**src/rtl/vrt_pkg.sv**
```systemverilog
// Package for the voxel ray traversal block: widths, defaults and the sequencer state type.
// Depends on nothing; used by vrt_divider and voxel_ray_traversal_3d_top.
package vrt_pkg;
  localparam int unsigned COORD_W = 32;
  localparam int unsigned VSIZE_W = 23;
  localparam logic [VSIZE_W-1:0] VSIZE_RESET = 23'd6554;
  localparam int unsigned MAX_VOXELS_DEF = 64;
  localparam int unsigned FRAC_BITS_DEF = 16;
  // Internal magnitude width: a Q15.24 coordinate scaled, or a voxel size scaled by 2^8.
  localparam int unsigned DW = 44;
  localparam int unsigned PW = 2 * DW;

  typedef enum logic [3:0] {
    ST_IDLE, ST_DIV_START, ST_DIV_WAIT, ST_SETUP, ST_EMIT,
    ST_MUL, ST_CMP, ST_ADVANCE
  } vrt_state_t;
endpackage

```
**src/rtl/vrt_divider.sv**
```systemverilog
// Restoring radix-2 floor divider: one quotient bit per cycle.
// Depends on vrt_pkg for the operand width.
module vrt_divider import vrt_pkg::*; (
  input  logic                 clk,
  input  logic                 rst,
  input  logic                 start,
  input  logic signed [DW:0]   num,
  input  logic [DW-1:0]        den,
  output logic                 busy,
  output logic signed [DW:0]   quo,
  output logic [DW-1:0]        rmd
);
  localparam int unsigned CW = $clog2(DW + 1);

  logic [DW-1:0] mag;
  logic [DW:0]   rem;
  logic [DW-1:0] q;
  logic [CW-1:0] cnt;
  logic          neg;
  logic [DW:0]   trial;
  logic [DW:0]   qext;

  always_comb begin
    trial = {rem[DW-1:0], mag[DW-1]};
  end

  always_ff @(posedge clk) begin
    if (rst) begin
      busy <= 1'b0;
      cnt  <= '0;
    end else if (start) begin
      busy <= 1'b1;
      cnt  <= CW'(DW);
      neg  <= num[DW];
      mag  <= num[DW] ? DW'(-num) : num[DW-1:0];
      rem  <= '0;
      q    <= '0;
    end else if (busy) begin
      mag <= {mag[DW-2:0], 1'b0};
      if (trial >= {1'b0, den}) begin
        rem <= trial - {1'b0, den};
        q   <= {q[DW-2:0], 1'b1};
      end else begin
        rem <= trial;
        q   <= {q[DW-2:0], 1'b0};
      end
      cnt <= cnt - 1'b1;
      if (cnt == CW'(1)) begin
        busy <= 1'b0;
      end
    end
  end

  // Floor for negative numerators: -(q) minus one when the remainder is non-zero,
  // and the remainder is then taken up from the divisor so that it stays non-negative.
  always_comb begin
    qext = {1'b0, q};
    if (neg) begin
      quo = (rem != '0) ? -qext - 1'b1 : -qext;
      rmd = (rem != '0) ? den - rem[DW-1:0] : '0;
    end else begin
      quo = qext;
      rmd = rem[DW-1:0];
    end
  end
endmodule

```
**config.mk**
```make
export PLATFORM = sky130hd
export DESIGN_NAME = vrt_divider
export DESIGN_NICKNAME = d
export VERILOG_FILES = /design/src/rtl/vrt_pkg.sv /design/src/rtl/vrt_divider.sv
export SDC_FILE = /design/constraint.sdc
export NUM_CORES = 1
export LEC_CHECK = 0
export ABC_AREA = 1
export BUFFER_PORTS_ARGS = -buffer_cell sky130_fd_sc_hd__buf_2
export CELL_PAD_IN_SITES_DETAIL_PLACEMENT = 1
export CELL_PAD_IN_SITES_GLOBAL_PLACEMENT = 1
export CORE_ASPECT_RATIO = 2
export CORE_MARGIN = 4
export CORE_UTILIZATION = 35
export CTS_CLUSTER_DIAMETER = 30
export DETAILED_ROUTE_END_ITERATION = 8
export GPL_TIMING_DRIVEN = 0
export PLACE_DENSITY_LB_ADDON = 0.1
export SLEW_MARGIN = 15
export SYNTH_ARGS = -nofsm -noshare
export SYNTH_HDL_FRONTEND = slang
export SYNTH_SLANG_ARGS = --single-unit
```
**constraint.sdc**
```tcl
create_clock -name clk -period 36.4 [get_ports clk]
set_input_delay 3.64 -clock clk [delete_from_list [all_inputs] [get_ports clk]]
set_output_delay 3.64 -clock clk [all_outputs]
set_load 0.02 [all_outputs]
```
==> results.ini <==
[placed_design]
placed_area_um2=19320
place.gp.congestion=1.033
portBuffers=180
dp_hpwl_mm=79.60

[routing]
drtIter0Drc=1206
antenna_left=0
wl_per_cell_um=24.69
vias=20690
wl_mm=91.74
via_per_inst=5.568
firstDrtPassIters=5
drcViolationCount=0

[clock_network]
post_cts_buffers=0
cts.sinks=141
clock_latency_ns=0.48
numCtsBuffers=17
clock-root-buffer=clkbuf_16
worst_setup_hold_path_clk_slew_ns=0.07
clock_path_buffers=2
h-tree-depth=4
cts.repair.resized=0
cts_hold_buf=0
cts_tree=done

[synthesis]
synth-compound-area-share_pct=16.46
synthXorXnorAreaFrac_pct=5.020
synth_top_family_by_area=simple AND/OR/NAND/NOR gates
synth_top_area_share_pct=23.06
synth_area_per_cell_um2=6.113
synth_most_common_cell=nand2_1
syn_area_um2=17450
synth.distinct_cells=49
yosys.area_share.simple_pct=38.40
yosys-top-cells-area=edfxtp_1 (23%), nand2_1 (16%), nor2_1 (9.6%)
ys_ff_latch=141
synth.largest_area_cell=edfxtp_1
synth_cells=2854
synth_edf_count=134
ys_async_sr_fraction_pct=0
synthMuxAreaShare_pct=0
seq_area_frac_synth_pct=23.87
syn-num-nets=3040
ys.flop_type=edfxtp_1
netlist_top_cells_count=nand2_1 (723), nor2_1 (444), inv_1 (368), o21ai_0 (249), nand3_1 (198)
yosysWarnings=0
synthAdderAreaFrac_pct=6.827

[worst_hold_path]
hold_path.class=register to register
min-delay-start=cnt[5]
min_delay_worst_endpoint=cnt[5]
whs_path_depth=2

[flow_run]
max_cap_viol_count=0

[global_routing]
grt_pass1_wl_mm=134.1
track_usage_pct=33.30
first_global_vias=22140
grt_max_degree=26
overflow=0
antenna_found_initial=3

[timing]
hold-worst-slack_ns=0.5030
skew_ns=0.01582
slew_violations=0
fmax_mhz=97.51
setup-violations-final=0
worst_pin_slew_ns=1.067
post-route-period-util_pct=28.17
slew_headroom_pct=28.89
finalHoldViolCount=0
rsz0062_at_grt=false
setup_tns_ns=0
fin_crit_ns=10.26

[run_status]
run_status=finished clean

[die]
ios=182
num_rows=115
core-area_um2=49210
die_y_um=323.7
initial_core_util_pct=35.45
die_area_um2=53700
die_w_um=165.9

[worst_setup_path]
cp.required_ns=32.76
r2r-end=rem[15]
reg2reg_depth=11
cp-start-kind=input pin
regToRegSetupSlack_ns=32.67
critPathTopFamily=compound AO/OA/AOI/OAI gates
worstPathCellList=buf_2, ha_1, a21oi_1, o21ai_0, a21oi_1, nand2_1, a21oi_1, o21ai_0, nand2_1, nand2_1, o22ai_1, buf_2
crit_path_top_delay_cell=a21oi_1
critical_path_class=input pin to primary output
endpoint_kind=primary output
slowest_delay_ns=0.41
path_max_fanout=5
rr_startpoint=rem[1]
cp_num_buf_inv=2
critPathArrivalTime_ns=6.62

[finish]
syn2layout_area_growth_pct=14.21
final_cell_area_um2=19930
drive_above_1_share_pct=10.48
fin_nets=3245

[pwr]
fin_total_pwr_uw=808.5
ir_drop_mv=0.04011
p_per_area_nw_per_um2=40.58
p_leak_nw=8.868

==> layer usage <==
layer  vias up  global-route usage (%)  part of all wire, %
li1       9825                       -                    -
met1      9896                   30.79                   33
met2       644                   63.15                   52
met3       319                   4.134                  3.5
met4         6                   29.94                   11
met5         -                       0                0.038
==> worst min-delay path: stages (launching register included) <==
cell     delay, ns
dfxtp_1       0.33
nand2_1       0.07
a21oi_1       0.06
==> metrics by stage <==
step	util (%)	worst slack, ns	instances
finish	40.49	26.14	3716
global route	40.49	26.07	3715
CTS	40.49	26.20	3715
detailed placement	39.26	26.21	3683
global placement	38.92	15.71	3677
floorplan	-	21.90	2854
==> layout by cell type (no fill, tap or decap), drive strengths merged <==
cell | Yosys | routed
nand2 | 743 | 743
nor2 | 492 | 492
inv | 370 | 376
o21ai | 261 | 261
nand3 | 203 | 203
buf | 17 | 203
a21oi | 180 | 180
edfxtp | 134 | 134
ha | 92 | 92
xor2 | 65 | 65
clkbuf | 40 | 57
nand4 | 49 | 49
xnor2 | 35 | 35
nor3 | 29 | 29
a31oi | 24 | 24
o21bai | 19 | 19
o22ai | 16 | 16
a21o | 15 | 15
nor4 | 14 | 14
or2 | 11 | 11
clkinv | 1 | 9
nand3b | 8 | 8
o21a | 7 | 7
dfxtp | 7 | 7
a21boi | 6 | 6
and3 | 3 | 3
o31ai | 3 | 3
a211oi | 2 | 2
fa | 2 | 2
diode | 0 | 1
o221ai | 1 | 1
o211ai | 1 | 1
nor3b | 1 | 1
nand2b | 1 | 1
nor4b | 1 | 1
and2 | 1 | 1
clkinvlp | 0 | 1
==> how the worst max path moves through the flow <==
stage / startpoint / end / cells past startpoint
6_report: den[14] / rmd[25] / 12
4_1_cts: den[14] / rmd[25] / 12
3_3_place_gp: start / q[39] / 5
5_1_grt: den[0] / rmd[31] / 15
3_5_place_dp: den[14] / rmd[25] / 12
2_1_floorplan: start / mag[0] / 5
==> final cells by class <==
cell class	instances	area, µm²
Sequential cell	141	4164
Antenna cell	1	2.502
Buffer	57	251.5
Multi-Input combinational cell	2285	11650
Clock buffer	17	425.4
Fill cell	6737	29280
Timing Repair Buffer	186	1059
Tap cell	643	804.5
Clock inverter	15	176.4
Inverter	371	1393
==> power by group <==
part	internal (mW)	switching, mW
clock network	0.0924	0.0930
logic	0.117	0.283
registers	0.202	0.0206
==> flip-flops by register name (all words and copies together), names as in the netlist <==
| signal | cells |
|---|---|
| q | 44 |
| busy | 1 |
| rem | 45 |
| mag | 44 |
| neg | 1 |
| cnt | 6 |
==> logic make-up (layout without fill, tap and decap cells) <==
group	Yosys count	in the layout
flops	141	141
simple gates	1556	1556
other cells	0	1
compound gates	535	535
buf+inv	428	646
xor+xnor	100	100
fa+ha+maj	94	94
(Power assumes the default switching activity.)
